===== config.mk =====
export PLATFORM = sky130hd
export DESIGN_NAME = json_comment_stripper_unit_flat
export DESIGN_NICKNAME = d
export VERILOG_FILES = /design/src/jcs_pkg.sv /design/src/jcs_in_if.sv /design/src/jcs_out_if.sv /design/src/jcs_decode.sv /design/src/jcs_out_queue.sv /design/src/json_comment_stripper_unit.sv /design/src/flat_wrapper.sv
export SDC_FILE = /design/constraint.sdc
export NUM_CORES = 1
export LEC_CHECK = 0
export ABC_AREA = 1
export BUFFER_PORTS_ARGS = -buffer_cell sky130_fd_sc_hd__buf_2
export CAP_MARGIN = 5
export CORE_MARGIN = 4
export CORE_UTILIZATION = 50
export DETAILED_ROUTE_END_ITERATION = 8
export HOLD_SLACK_MARGIN = 0.06
export PLACE_DENSITY_LB_ADDON = 0.25
export SLEW_MARGIN = 20
export SYNTH_ARGS = -nofsm -noshare
export SYNTH_HDL_FRONTEND = slang
export SYNTH_SLANG_ARGS = --single-unit

===== constraint.sdc =====
create_clock -name clk_i -period 7.7 [get_ports clk_i]
set_clock_uncertainty 0.1 [all_clocks]
set_input_delay 1.155 -clock clk_i [delete_from_list [all_inputs] [get_ports clk_i]]
set_output_delay 1.155 -clock clk_i [all_outputs]
set_load 0.03 [all_outputs]

===== src/jcs_pkg.sv =====
// ----------------------------------------------------------------------------
// jcs_pkg
// characters, scan modes and result types of the comment stripper
// ----------------------------------------------------------------------------
package jcs_pkg;

  localparam logic [7:0] CH_NL     = 8'h0A;
  localparam logic [7:0] CH_STAR   = 8'h2A;
  localparam logic [7:0] CH_SLASH  = 8'h2F;
  localparam logic [7:0] CH_BSLASH = 8'h5C;
  localparam logic [7:0] CH_QUOTE  = 8'h22;

  typedef enum logic [6:0] {
    MODE_NORMAL = 7'b0000001,
    MODE_SLASH  = 7'b0000010,
    MODE_LINE   = 7'b0000100,
    MODE_BLOCK  = 7'b0001000,
    MODE_BSTAR  = 7'b0010000,
    MODE_STR    = 7'b0100000,
    MODE_ESC    = 7'b1000000
  } jcs_mode_e;

  typedef struct packed {
    logic [7:0] out_byte;
    logic       run_last;
  } jcs_res_t;

  typedef struct packed {
    logic [1:0] num;
    jcs_res_t   res0;
    jcs_res_t   res1;
    jcs_mode_e  next_mode;
  } jcs_dec_t;

endpackage


===== src/jcs_in_if.sv =====
// ----------------------------------------------------------------------------
// jcs_in_if
// input channel: one raw text byte per item
// ----------------------------------------------------------------------------
interface jcs_in_if;
  logic       valid;
  logic       ready;
  logic [7:0] in_byte;
  logic       end_of_stream;

  modport source (output valid, output in_byte, output end_of_stream, input ready);
  modport sink   (input valid, input in_byte, input end_of_stream, output ready);
endinterface


===== src/jcs_out_if.sv =====
// ----------------------------------------------------------------------------
// jcs_out_if
// output channel: one kept text byte per item
// ----------------------------------------------------------------------------
interface jcs_out_if;
  logic       valid;
  logic       ready;
  logic [7:0] out_byte;
  logic       run_last;

  modport source (output valid, output out_byte, output run_last, input ready);
  modport sink   (input valid, input out_byte, input run_last, output ready);
endinterface


===== src/jcs_decode.sv =====
// ----------------------------------------------------------------------------
// jcs_decode
// scan mode transition and kept bytes for one input byte
// ----------------------------------------------------------------------------
module jcs_decode (
  input  jcs_pkg::jcs_mode_e mode_i,
  input  logic [7:0]         in_byte_i,
  input  logic               eos_i,
  output jcs_pkg::jcs_dec_t  dec_o
);
  import jcs_pkg::*;

  jcs_dec_t dec;

  always_comb begin
    dec               = '0;
    dec.res0.out_byte = in_byte_i;
    dec.res0.run_last = 1'b1;
    dec.res1.out_byte = in_byte_i;
    dec.res1.run_last = 1'b1;
    dec.next_mode     = mode_i;
    case (mode_i)
      MODE_SLASH: begin
        if (in_byte_i == CH_SLASH) begin
          dec.next_mode = MODE_LINE;
        end else if (in_byte_i == CH_STAR) begin
          dec.next_mode = MODE_BLOCK;
        end else begin
          // held slash goes out ahead of this byte
          dec.num           = 2'd2;
          dec.res0.out_byte = CH_SLASH;
          dec.res0.run_last = 1'b0;
          dec.next_mode     = (in_byte_i == CH_QUOTE) ? MODE_STR : MODE_NORMAL;
        end
      end
      MODE_LINE: begin
        if (in_byte_i == CH_NL) begin
          dec.num       = 2'd1;
          dec.next_mode = MODE_NORMAL;
        end
      end
      MODE_BLOCK: begin
        if (in_byte_i == CH_STAR) begin
          dec.next_mode = MODE_BSTAR;
        end
      end
      MODE_BSTAR: begin
        if (in_byte_i == CH_SLASH) begin
          dec.next_mode = MODE_NORMAL;
        end else if (in_byte_i != CH_STAR) begin
          dec.next_mode = MODE_BLOCK;
        end
      end
      MODE_STR: begin
        dec.num = 2'd1;
        if (in_byte_i == CH_BSLASH) begin
          dec.next_mode = MODE_ESC;
        end else if (in_byte_i == CH_QUOTE) begin
          dec.next_mode = MODE_NORMAL;
        end
      end
      MODE_ESC: begin
        dec.num       = 2'd1;
        dec.next_mode = MODE_STR;
      end
      default: begin
        // plain text; a slash on the last byte is not held
        if (in_byte_i == CH_SLASH && !eos_i) begin
          dec.next_mode = MODE_SLASH;
        end else begin
          dec.num       = 2'd1;
          dec.next_mode = (in_byte_i == CH_QUOTE) ? MODE_STR : MODE_NORMAL;
        end
      end
    endcase
    // stream end starts the next stream in plain text
    if (eos_i) begin
      dec.next_mode = MODE_NORMAL;
    end
  end

  assign dec_o = dec;

endmodule


===== src/jcs_out_queue.sv =====
// ----------------------------------------------------------------------------
// jcs_out_queue
// two-entry result queue, takes up to two results and gives one per cycle while the receiver is ready
// ----------------------------------------------------------------------------
module jcs_out_queue (
  input  logic              clk_i,
  input  logic              rst_ni,
  input  logic [1:0]        push_num_i,
  input  jcs_pkg::jcs_res_t push0_i,
  input  jcs_pkg::jcs_res_t push1_i,
  input  logic              pop_ready_i,
  output logic              head_valid_o,
  output jcs_pkg::jcs_res_t head_o,
  output logic [1:0]        room_o
);
  import jcs_pkg::*;

  localparam logic [1:0] Depth = 2'd2;

  jcs_res_t   slot0_q, slot0_d;
  jcs_res_t   slot1_q, slot1_d;
  logic [1:0] cnt_q, cnt_d;
  logic       pop;
  logic [1:0] kept;

  assign head_valid_o = (cnt_q != 2'd0);
  assign head_o       = slot0_q;
  assign pop          = head_valid_o && pop_ready_i;
  assign kept         = cnt_q - {1'b0, pop};
  assign room_o       = Depth - kept;

  always_comb begin
    slot0_d = pop ? slot1_q : slot0_q;
    slot1_d = slot1_q;
    case (kept)
      2'd0: begin
        slot0_d = push0_i;
        slot1_d = push1_i;
      end
      2'd1: begin
        slot1_d = push0_i;
      end
      default: begin
        slot1_d = slot1_q;
      end
    endcase
    cnt_d = kept + push_num_i;
  end

  always_ff @(posedge clk_i or negedge rst_ni) begin
    if (!rst_ni) begin
      cnt_q <= 2'd0;
    end else begin
      cnt_q <= cnt_d;
    end
  end

  always_ff @(posedge clk_i) begin
    slot0_q <= slot0_d;
    slot1_q <= slot1_d;
  end

endmodule


===== src/json_comment_stripper_unit.sv =====
// ----------------------------------------------------------------------------
// json_comment_stripper_unit
// strips line and block comments from a byte stream, strings kept intact
// ----------------------------------------------------------------------------
//  channel  dir  payload                   handshake
//  in_i     in   in_byte, end_of_stream    valid / ready
//  out_o    out  out_byte, run_last        valid / ready
//
// one input item per cycle while the result queue has room; each taken item
// goes through the input register and then the result queue before its first
// result is offered; the two-entry result queue sets the rate: an item with two
// results waits in the input register until the queue has room for both
// reset puts the scanner in plain text with input register and queue empty
// input stalls only while the result queue has no room for the next item
// ----------------------------------------------------------------------------
module json_comment_stripper_unit (
  input logic       clk_i,
  input logic       rst_ni,
  jcs_in_if.sink    in_i,
  jcs_out_if.source out_o
);
  import jcs_pkg::*;

  logic       in_vld_q, in_vld_d;
  logic [7:0] byte_q;
  logic       eos_q;
  jcs_mode_e  mode_q, mode_d;
  jcs_dec_t   dec;
  logic [1:0] room;
  logic       fire;
  logic       accept;
  logic [1:0] push_num;
  logic       head_valid;
  jcs_res_t   head;

  jcs_decode u_decode (
    .mode_i    (mode_q),
    .in_byte_i (byte_q),
    .eos_i     (eos_q),
    .dec_o     (dec)
  );

  assign fire     = in_vld_q && (dec.num <= room);
  assign push_num = fire ? dec.num : 2'd0;
  assign accept   = in_i.valid && in_i.ready;
  assign in_i.ready = !in_vld_q || fire;

  always_comb begin
    in_vld_d = in_vld_q;
    if (accept) begin
      in_vld_d = 1'b1;
    end else if (fire) begin
      in_vld_d = 1'b0;
    end
    mode_d = fire ? dec.next_mode : mode_q;
  end

  always_ff @(posedge clk_i or negedge rst_ni) begin
    if (!rst_ni) begin
      in_vld_q <= 1'b0;
      mode_q   <= MODE_NORMAL;
    end else begin
      in_vld_q <= in_vld_d;
      mode_q   <= mode_d;
    end
  end

  always_ff @(posedge clk_i) begin
    if (accept) begin
      byte_q <= in_i.in_byte;
      eos_q  <= in_i.end_of_stream;
    end
  end

  jcs_out_queue u_out_queue (
    .clk_i        (clk_i),
    .rst_ni       (rst_ni),
    .push_num_i   (push_num),
    .push0_i      (dec.res0),
    .push1_i      (dec.res1),
    .pop_ready_i  (out_o.ready),
    .head_valid_o (head_valid),
    .head_o       (head),
    .room_o       (room)
  );

  assign out_o.valid    = head_valid;
  assign out_o.out_byte = head.out_byte;
  assign out_o.run_last = head.run_last;

endmodule


===== src/flat_wrapper.sv =====
// flat-port wrapper written by rule: the top's interface ports become plain ports
module json_comment_stripper_unit_flat import jcs_pkg::*;
  (clk_i, rst_ni, in_i_valid, in_i_in_byte, in_i_end_of_stream, in_i_ready, out_o_valid, out_o_out_byte, out_o_run_last, out_o_ready);
  jcs_in_if in_i_i ();
  jcs_out_if out_o_i ();
  input logic clk_i;
  input logic rst_ni;
  input wire logic [$bits(in_i_i.valid)-1:0] in_i_valid;
  input wire logic [$bits(in_i_i.in_byte)-1:0] in_i_in_byte;
  input wire logic [$bits(in_i_i.end_of_stream)-1:0] in_i_end_of_stream;
  output wire logic [$bits(in_i_i.ready)-1:0] in_i_ready;
  output wire logic [$bits(out_o_i.valid)-1:0] out_o_valid;
  output wire logic [$bits(out_o_i.out_byte)-1:0] out_o_out_byte;
  output wire logic [$bits(out_o_i.run_last)-1:0] out_o_run_last;
  input wire logic [$bits(out_o_i.ready)-1:0] out_o_ready;
  assign in_i_i.valid = in_i_valid;
  assign in_i_i.in_byte = in_i_in_byte;
  assign in_i_i.end_of_stream = in_i_end_of_stream;
  assign in_i_ready = in_i_i.ready;
  assign out_o_valid = out_o_i.valid;
  assign out_o_out_byte = out_o_i.out_byte;
  assign out_o_run_last = out_o_i.run_last;
  assign out_o_i.ready = out_o_ready;
  json_comment_stripper_unit u_core (.clk_i(clk_i), .rst_ni(rst_ni), .in_i(in_i_i), .out_o(out_o_i));
endmodule

### Yosys cells after proc, flatten, opt, wreduce, memory -nomap -nowiden

Cells that the tools add are included.

* RAM bits: 0
* input bits: 13
* register bits: 37
* output and inout bits: 11
* memory bits (read-only): 0
* memories kept: 0
* latch bits: 0
* logic and storage cells: 69

* reduce and logical (&&, ||, !) cells: 15
* divide/modulo/power cells: 0
* add/subtract/negate cells: 3
* muxes and demuxes: 24
* $mul: 0
* shift operators: 0
* $lt $le $gt $ge: 1
* equal/unequal tests: 17
* bitwise gates (word level): 0

Operators by type and width (number)
* 7-bit two-way mux: 7
* 7-bit one-hot mux with 6 select lines: 1
* 9-bit two-way mux: 3
* 8-bit by 6-bit == test with 1-bit output, second input constant: 3
* 6-bit two-way mux: 4
* 11-bit two-way mux: 2
* 9-bit one-hot mux with 2 select lines: 1
* 8-bit by 4-bit == test with 1-bit output, second input constant: 1
* 8-bit by 7-bit == test with 1-bit output, second input constant: 1
* 4-bit by 3-bit != test with 1-bit output, second input constant: 2
* 8-bit by 6-bit != test with 1-bit output, second input constant: 1
* 2-bit one-hot mux with 4 select lines: 1
* 2-bit nonzero test: 4
* 7-bit by 2-bit == test with 1-bit output, second input constant: 1
* 7-bit by 3-bit == test with 1-bit output, second input constant: 1
* 7-bit by 4-bit == test with 1-bit output, second input constant: 1
* 7-bit by 5-bit == test with 1-bit output, second input constant: 1
* 7-bit by 6-bit == test with 1-bit output, second input constant: 1
* 7-bit == test, second input constant: 1
* 3-bit by 2-bit != test with 1-bit output, second input constant: 2
* 5-bit AND reduction: 1
* 1-bit logical AND: 4
* 1-bit two-way mux: 4
* 2-bit OR reduction: 2
* 9 further kinds: 10

### Longest topological paths before layout

Gate-level depths: netlist (run 1).

* word-level depth: 9
* depth in mapped cells: 17
* depth with buffers taken out: 16

### Modules after synthesis

Synthesis (run 1) repeated with hierarchy kept, for this count alone.

* cells, all modules: 296
* area, all modules: 2331.0 sq um

Modules (own cells, without submodules)
* jcs_out_queue: instances 1, seq. area each 590.6 sq um, area an instance 988.4 sq um, cells each 107
* json_comment_stripper_unit: instances 1, seq. area each 471.7 sq um, area an instance 676.9 sq um, cells each 57
* jcs_decode: instances 1, seq. area each 0.0 sq um, area an instance 665.6 sq um, cells each 132

### Worst setup path after synthesis (run 1)

Ideal clock, no wire load.

* path type: input -> output
* start: input port out_o_ready
* end: output port in_i_ready
* cell stages on the path: 9
* path buffers: 0
* setup slack: 3.729 ns
* arrival time: 2.716 ns
* data required time: 6.445 ns
* cell sequence: nand2_1 > inv_1 > ha_1 > xnor2_1 > ha_1 > ha_1 > inv_1 > o21bai_1 > nand3_1

* cells in the longest elaborated chain, start to end: 6

RTL lines
* start, declared: line flat_wrapper.sv:15 `input wire logic [$bits(out_o_i.ready)-1:0] out_o_ready;`
* 1-bit logical AND: line jcs_out_queue.sv:28 `assign pop = head_valid_o && pop_ready_i;`
* 2-bit by 1-bit subtractor with 2-bit output: line jcs_out_queue.sv:29 `assign kept = cnt_q - {1'b0, pop};`
* 2-bit subtractor: line jcs_out_queue.sv:30 `assign room_o = Depth - kept;`
* 2-bit <= comparator: line json_comment_stripper_unit.sv:43 `assign fire = in_vld_q && (dec.num <= room);`
* 1-bit logical AND: line json_comment_stripper_unit.sv:43
* 1-bit logical OR: line json_comment_stripper_unit.sv:46 `assign in_i.ready = !in_vld_q || fire;`
* end, declared: line flat_wrapper.sv:11 `output wire logic [$bits(in_i_i.ready)-1:0] in_i_ready;`

Every way passes these cells.

### Final worst setup path (run 1)

Ends and elaborated chain as after synthesis.

==> results.cfg, run 1 <==
[layout]
mostFrequentLayoutCell = nand2_1
layout_common_cells = nand2_1, inv_1, nor2_1
final_nets = 279
drive_gt1_share_pct = 19.92
fin_util_pct = 59.46
area_growth_pct = 11.37
num-fill-cells = 343
diodes = 0

[global_routing]
grt_pass1_wl_um = 6403
grt_use_met1_pct = 19.78
grt_use_total_pct = 16.05
antenna_found_initial = 0
grt_use_met3_pct = 4.208
busiest_layer = met2
grt.overflow.total = 0
grt_start_max_net_pins = 13
grt_pass1_vias = 1497
grt_util_met2_pct = 26.84

[setup_path]
cp-startpoint = out_o_ready
critPathTopFamily = adder cells
cp_slowest_cell = xnor2_1
critPathLaunchType = primary input
worstPathCellList = buf_2 > nand2_1 > inv_1 > ha_1 > xnor2_1 > ha_1 > ha_1 > inv_1 > o21bai_1 > nand3_1 > buf_2
max_stage_delay_ps = 310
r2r-start = u_core.u_out_queue.cnt_q[1]$_DFF_PN0_
crit_required_ps = 6440
cp_num_buf_inv = 4
r2r_setup_slack_ps = 4540
critical_path_class = primary input to output port
crit_top_cell = ha_1
crit_path_end_kind = output port
arrival_ps = 3030
cp_max_fo = 3

[floorplanning]
die_w_um = 71.46
initial_core_util_pct = 53.38
pin_count = 24
coreArea_um2 = 3771
die_area_um2 = 5106
die_height_um = 71.46
rows = 22

[cts]
cts-htree-levels = 2
cts_hold_buf = 0
postCtsSetupBuffers = 0
clock_path_buffers = 2
ctsRootBufferMaster = clkbuf_8
worst_skew_pair.late_latency_ps = 290
clk_pin_slew_ps = 70
cts_buffers = 5
clock-sinks = 37
ctsResizeCount = 0
cts_tree = done

[drt]
wl_per_cell_um = 11.88
drc_errors = 0
drt_iter0_markers = 110
firstDrtPassIters = 4
routed_wl_um = 3670
detail-route-antenna-nets = 0
drt-vias-per-instance = 5.032
route.vias.total = 1555

[timing]
slew_violations = 0
rsz0062_at_grt = no
timing.fmax_mhz = 233.4
setup_viol = 0
worst_pin_slew_ps = 768.0
tns_ps = 0
finalCriticalPeriod_ps = 4284
setup_ws_ps = 3416
fin_crit_sh_pct = 55.64
final_hold_viol_count = 0
max_slew_margin_pct = 48.61

[logic_synthesis]
synth_cell_types = 29
yosysWarnings = 0
netlist_area_um2 = 2013
ys_seq_area_share_pct = 52.77
synthCells = 234
ys_seq_elements = 37
syn_avg_cell_area_um2 = 8.603
synth_nets = 253

[placement]
place_ws_ps = 3417
portBuffers = 23
post-dp-hpwl_um = 2969
place_congestion = 0.8911

[power]
powerDensity_nw_per_um2 = 417.7
p_leak_nw = 1.019
ir_drop_mv = 0.1400

[min_path]
holdCritStartpoint = u_core.u_out_queue.slot1_q[1]$_DFFE_PP_
hold_class = register to register

[run]
cap_violations = 0

[status]
status = completed
==> cells by family after synthesis <==
logic type	after synthesis	share of synthesized area, %
and+or+nand+nor	124	26.97
DFF	37	52.77
adders and majority gates	6	3.729
buffers and inverters	39	7.831
xor gates and xnor gates	3	1.305
AOI/OAI and AO/OA	25	7.396
==> metrics by stage <==
stage / cells / hold WS [ps] / power [mW] / instance area [um^2]
after floorplan: 234 / 394.7 / 0.7225 / 2013
after global placement: 301 / 400.6 / 0.7947 / 2162
after detailed placement: 301 / 408.3 / 0.8221 / 2162
after CTS: 309 / 424.2 / 0.9476 / 2242
after global routing: 309 / 466.1 / 1.011 / 2242
final: 309 / 422.1 / 0.9365 / 2242
==> cells in the mapped netlist <==
| master | n | area, um^2 |
|---|---|---|
| nor2_1 | 29 | 108.9 |
| o22ai_1 | 1 | 6.260 |
| buf_4 | 1 | 7.510 |
| clkbuf_1 | 2 | 7.510 |
| nor2_2 | 7 | 43.79 |
| dfrtp_1 | 9 | 225.2 |
| xor2_1 | 1 | 8.760 |
| inv_1 | 29 | 108.9 |
| nand3_1 | 11 | 55.05 |
| inv_2 | 6 | 22.52 |
| nand2_2 | 4 | 25.02 |
| buf_6 | 1 | 11.26 |
| o21bai_1 | 1 | 7.510 |
| a31oi_2 | 1 | 12.51 |
| o31ai_1 | 2 | 15.01 |
| a31oi_1 | 4 | 25.02 |
| edfxtp_1 | 27 | 810.8 |
| nor2_4 | 3 | 33.78 |
| o21ai_1 | 6 | 30.03 |
| o211ai_1 | 1 | 7.510 |
| nand4_1 | 2 | 12.51 |
| xnor2_1 | 2 | 17.52 |
| nand3_2 | 1 | 10.01 |
| o21ai_0 | 6 | 30.03 |
| or2_2 | 1 | 6.260 |
| nand2_1 | 66 | 247.7 |
| dfstp_2 | 1 | 26.28 |
| a21oi_1 | 3 | 15.01 |
| ha_1 | 6 | 75.07 |
==> worst reg2reg max path: stages, from the launching register on <==
cell and delay (ps):
dfrtp_1 390, or2_2 310, nand2_1 90, inv_1 50, ha_1 190, xnor2_1 310
ha_1 310, ha_1 290, inv_1 40, o21bai_1 170, nand2_1 70, nand2_1 120
nor2_1 70, ha_1 190, xnor2_1 210, xor2_1 180
==> power by group <==
part	switching, mW	internal (mW)	total [mW]
logic	0.313	0.125	0.438
clock network	0.0628	0.0629	0.126
registers	0.0325	0.340	0.373
total	0.408	0.529	0.936
==> routing by layer <==
layer  vias up  wire length, um
li1        801                -
met1       713             1652
met2        37             1729
met3         4              233
met4         0               54
met5         -                0
==> registers in the layout, indices dropped and copies added, names as in the netlist <==
name	flops
u_core.u_out_queue.head_o	9
u_core.u_out_queue.slot1_q	9
u_core.byte_q	8
u_core.mode_q	7
u_core.u_out_queue.cnt_q	2
u_core.eos_q	1
u_core.in_vld_q	1
==> final cells by class <==
type	instances	area (um^2)	share of cell area, %
Timing Repair Buffer	23	115.1	5.134
Clock buffer	7	76.32	3.404
Tap cell	48	60.06	2.679
Multi-Input combinational cell	158	793.3	35.38
Sequential cell	37	1062	47.38
Inverter	35	131.4	5.859
Clock inverter	1	3.754	0.1674
==> final timing paths <==
| check | to | depth (start not counted) |
|---|---|---|
| setup / recovery | in_i_ready | 11 |
| min in group asynchronous | u_core.u_out_queue.cnt_q[1]$_DFF_PN0_ | 1 |
| hold reg to reg | u_core.u_out_queue.head_o[1]$_DFFE_PP_ | 2 |
| setup reg to reg | u_core.u_out_queue.cnt_q[1]$_DFF_PN0_ | 15 |
| hold / removal | u_core.u_out_queue.head_o[1]$_DFFE_PP_ | 2 |
| max in group asynchronous | u_core.mode_q[0]$_DFFE_PN1P_ | 1 |
Power figures use the tool's default switching activity.
==> run 2: changes to the inputs <==
==> constraint.sdc (replaced) <==
create_clock -name clk_i -period 4.08 [get_ports clk_i]
set_clock_uncertainty 0.1 [all_clocks]
set_input_delay 0.612 -clock clk_i [delete_from_list [all_inputs] [get_ports clk_i]]
set_output_delay 0.612 -clock clk_i [all_outputs]
set_load 0.03 [all_outputs]
==> results.cfg, run 2 (synthesis results as in run 1) <==
[layout]
final_area_um2 = 2256
layout_common_cells = nand2_1, inv_1, nor2_1
diodes = 0
final_nets = 280
num-fill-cells = 323
area_growth_pct = 12.06
mostFrequentLayoutCell = nand2_1
drive_gt1_share_pct = 21.37
fin_cells = 310
fin_util_pct = 59.82

[drt]
detail-route-antenna-nets = 0
routed_wl_um = 3665
firstDrtPassIters = 4
drt_iter0_markers = 115
drt-vias-per-instance = 4.881
wl_per_cell_um = 11.82
route.vias.total = 1513
drc_errors = 0

[placement]
portBuffers = 23
postPlaceCellArea_um2 = 2170
place_ws_ps = 906.1
post-dp-hpwl_um = 2899
place_inst = 302
place_congestion = 0.9415

[floorplanning]
die_w_um = 71.46
rows = 22
die_height_um = 71.46
initial_core_util_pct = 53.38
pin_count = 24
coreArea_um2 = 3771
die_area_um2 = 5106

[power]
powerDensity_nw_per_um2 = 781.3
ir_drop_mv = 0.2605
power.net_switching_mw = 0.7673
power_frac_comb_pct = 46.1
p_seq_share_pct = 40.1
clockPowerShare_pct = 13.8
p_int_mw = 0.9953
total_power_mw = 1.763
p_sw_share_pct = 43.53
p_leak_nw = 1.028

[run]
cap_violations = 0

[cts]
cts-htree-levels = 2
ctsRootBufferMaster = clkbuf_8
worst_skew_pair.late_latency_ps = 280
postCtsSetupBuffers = 0
cts_hold_buf = 0
ctsResizeCount = 0
clock-sinks = 37
cts_tree = done
clk_pin_slew_ps = 70
cts_buffers = 5
clock_path_buffers = 2

[timing]
setup_viol = 0
slew_violations = 0
final_hold_viol_count = 0
finalCriticalPeriod_ps = 3455
tns_ps = 0
timing.fmax_mhz = 289.4
worst_pin_slew_ps = 360.8
fin_crit_sh_pct = 84.69
setup_ws_ps = 624.8
max_slew_margin_pct = 75.78
rsz0062_at_grt = no
whs_ps = 77.39

[setup_path]
crit_path_end_kind = output port
arrival_ps = 2740
critPathLaunchType = register
crit_required_ps = 3370
cp_max_fo = 3
critical_path_class = register to output port

[global_routing]
grt.overflow.total = 0
grt_pass1_wl_um = 6237
grt_use_total_pct = 15.66
antenna_found_initial = 0
grt_pass1_vias = 1425
grt_start_max_net_pins = 13

[status]
status = completed

[min_path]
hold_class = primary input to asynchronous set/reset pin
==> run 2: metal layers <==
layer	vias up	GRT usage, %	wire length (um)
met3	2	5.330	267
met5	-	0	0
met2	44	26.12	1743
li1	807	-	-
met1	660	19.03	1632
met4	0	5.010	22
==> run 2: area by class of cell <==
| class | instances | area (um^2) | share of cell area (%) |
|---|---|---|---|
| Sequential cell | 37 | 1062 | 47.09 |
| Tap cell | 48 | 60.06 | 2.662 |
| Clock buffer | 5 | 68.82 | 3.050 |
| Inverter | 35 | 131.4 | 5.824 |
| Clock inverter | 3 | 17.52 | 0.7765 |
| Timing Repair Buffer | 24 | 122.6 | 5.435 |
| Multi-Input combinational cell | 158 | 793.3 | 35.16 |
==> run 2: worst paths after layout <==
| check | startpoint | slack [ps] | cells after the start | end |
|---|---|---|---|---|
| setup / recovery | u_core.u_out_queue.cnt_q[1]$_DFF_PN0_ | 620 | 11 | in_i_ready |
| hold / removal | rst_ni | 80 | 1 | u_core.in_vld_q$_DFFE_PN0P_ |
| setup reg to reg | u_core.u_out_queue.cnt_q[1]$_DFF_PN0_ | 970 | 15 | u_core.u_out_queue.cnt_q[1]$_DFF_PN0_ |
| hold reg to reg | u_core.u_out_queue.slot1_q[7]$_DFFE_PP_ | 420 | 2 | u_core.u_out_queue.head_o[7]$_DFFE_PP_ |
| max in group asynchronous | rst_ni | 3540 | 1 | u_core.mode_q[0]$_DFFE_PN1P_ |
| min in group clk_i | in_i_in_byte[3] | 400 | 1 | u_core.byte_q[3]$_DFFE_PP_ |
==> run 2: power by group through the flow <==
stage          registers, mW  clock network (mW)  logic, mW
2_1_floorplan          0.797                   0      0.567
3_3_place_gp           0.707                   0      0.791
3_5_place_dp           0.716                   0      0.818
4_1_cts                0.708               0.254      0.821
5_1_grt                0.721               0.270      0.925
6_report               0.707               0.243      0.812
==> run 2: critical path: stages (launching register included) <==
cell and delay (ps):
dfrtp_1 390, or2_2 300, nand2_1 80, inv_1 50, ha_1 180, xnor2_1 320, ha_1 310, ha_1 300
inv_1 40, o21bai_1 170, nand3_1 130, buf_2 200
==> run 3: changes to the inputs <==
==> constraint.sdc (replaced) <==
create_clock -name clk_i -period 3.46 [get_ports clk_i]
set_clock_uncertainty 0.1 [all_clocks]
set_input_delay 0.519 -clock clk_i [delete_from_list [all_inputs] [get_ports clk_i]]
set_output_delay 0.519 -clock clk_i [all_outputs]
set_load 0.03 [all_outputs]
==> results.cfg, run 3 (synthesis results as in run 1) <==
[status]
status = completed

[layout]
num-fill-cells = 345
drive_gt1_share_pct = 21.67
final_area_um2 = 2273
final_nets = 281
diodes = 0
layout_common_cells = nand2_1, inv_1, nor2_1
regArea_um2 = 1062
multi_input_area_um2 = 800.8
area_growth_pct = 12.93
fin_util_pct = 60.29
mostFrequentLayoutCell = nand2_1

[global_routing]
grt.overflow.total = 0
grt_use_total_pct = 16.08
grt_pass1_wl_um = 6410
antenna_found_initial = 0
grt_pass1_vias = 1460
grt_start_max_net_pins = 13

[drt]
drc_errors = 0
routed_wl_um = 3786
detail-route-antenna-nets = 0
drt_iter0_markers = 161
firstDrtPassIters = 4
wl_per_cell_um = 12.17
drt-vias-per-instance = 5.026
route.vias.total = 1563

[timing]
worst_pin_slew_ps = 390.3
fin_crit_sh_pct = 93.50
finalCriticalPeriod_ps = 3235
rsz0062_at_grt = no
timing.fmax_mhz = 309.1
slew_violations = 0
setup_ws_ps = 225.0
setup_viol = 0
final_hold_viol_count = 0
tns_ps = 0
max_slew_margin_pct = 73.95

[setup_path]
cp_slowest_cell = dfrtp_1
crit_required_ps = 2840
cp-startpoint = u_core.u_out_queue.cnt_q[1]$_DFF_PN0_
critPathLaunchType = register
r2r-start = u_core.u_out_queue.cnt_q[1]$_DFF_PN0_
crit_top_cell = ha_1
r2r_setup_slack_ps = 480
crit_path_end_kind = output port
arrival_ps = 2620
reg2reg_to = u_core.u_out_queue.cnt_q[1]$_DFF_PN0_
crit_end = in_i_ready
cp_max_fo = 3
worstPathCellList = or2_2 > nand2_1 > inv_1 > ha_1 > xnor2_2 > ha_1 > ha_1 > inv_1 > o21bai_1 > nand3_1 > buf_2
worstRegToRegCells = 15
max_stage_delay_ps = 400
critical_path_class = register to output port

[floorplanning]
initial_core_util_pct = 53.38
coreArea_um2 = 3771
pin_count = 24
rows = 22
die_height_um = 71.46
die_area_um2 = 5106
die_w_um = 71.46

[min_path]
hold_class = primary input to register

[power]
p_leak_nw = 1.037
ir_drop_mv = 0.3913
total_power_mw = 2.111
powerDensity_nw_per_um2 = 928.4

[cts]
ctsRootBufferMaster = clkbuf_8
cts_buffers = 5
cts-htree-levels = 2
clock-sinks = 37
postCtsSetupBuffers = 0
worst_skew_pair.late_latency_ps = 290
cts_tree = done
clock_path_buffers = 2
clk_pin_slew_ps = 80

[placement]
post-dp-hpwl_um = 2919
place_ws_ps = 403.0
place_congestion = 0.9317
portBuffers = 23
postPlaceCellArea_um2 = 2170

[run]
cap_violations = 0
-- run 3: cell types whose count changed in the layout (fill, tap and decap cells not counted), sizes merged --
| cell | previous run | this run |
|---|---|---|
| dlygate4sd3 | 0 | 1 |
-- run 3: area by class of cell --
class                   count  share of cell area (%)
flip-flops and latches     37                   46.73
clock buffers               5                   3.027
multi-input cells         158                   35.22
inverters                  35                   5.779
clock inverters             3                  0.7705
repair buffers             25                   5.834
well taps                  48                   2.642
-- run 3: timing repair --
action | in CTS | in global routing
endpoints found under the hold margin | 9 | 0
gates resized for setup | 0 | 1
hold buffers | 1 | 0
endpoints found under the setup margin | 0 | 1
-- run 3: critical path, delay by kind of cell, from the launching register on --
kind,cells,cell delay (ps)
compound gates,1,150
xor+xnor,1,210
fa+ha+maj,3,760
buf+inv,3,290
flops,1,400
simple gates,3,520
-- run 3: per-stage QoR --
step | hold WS (ps) | cells
2_1_floorplan | 123.4 | 234
3_3_place_gp | 291.7 | 302
3_5_place_dp | 291.7 | 302
4_1_cts | 292.7 | 311
5_1_grt | 292.7 | 311
6_report | 295.5 | 311
-- run 3: power by group --
group	internal (mW)	leakage [nW]	switching (mW)	total [mW]
Combinational	0.286	0.606	0.687	0.973
Sequential	0.757	0.388	0.0766	0.833
Clock	0.139	0.0439	0.166	0.305
Total	1.18	1.04	0.929	2.11
-- run 3: worst min path at each step --
stage               slack (ps)                                     to  depth (start not counted)          startpoint
CTS                        290                 u_core.eos_q$_DFFE_PP_                          1  in_i_end_of_stream
detailed placement         290  u_core.u_out_queue.cnt_q[1]$_DFF_PN0_                          1              rst_ni
global placement           290            u_core.in_vld_q$_DFFE_PN0P_                          1              rst_ni
global route               290             u_core.byte_q[2]$_DFFE_PP_                          1     in_i_in_byte[2]
finish                     300                 u_core.eos_q$_DFFE_PP_                          1  in_i_end_of_stream
floorplan                  120            u_core.in_vld_q$_DFFE_PN0P_                          0              rst_ni
-- run 3: layer usage --
layer	up-vias	track usage (%)	wire length [um]
met5	-	0	0
met3	9	3.927	281
met1	694	20.13	1666
li1	808	-	-
met2	52	26.02	1757
met4	0	7.724	80
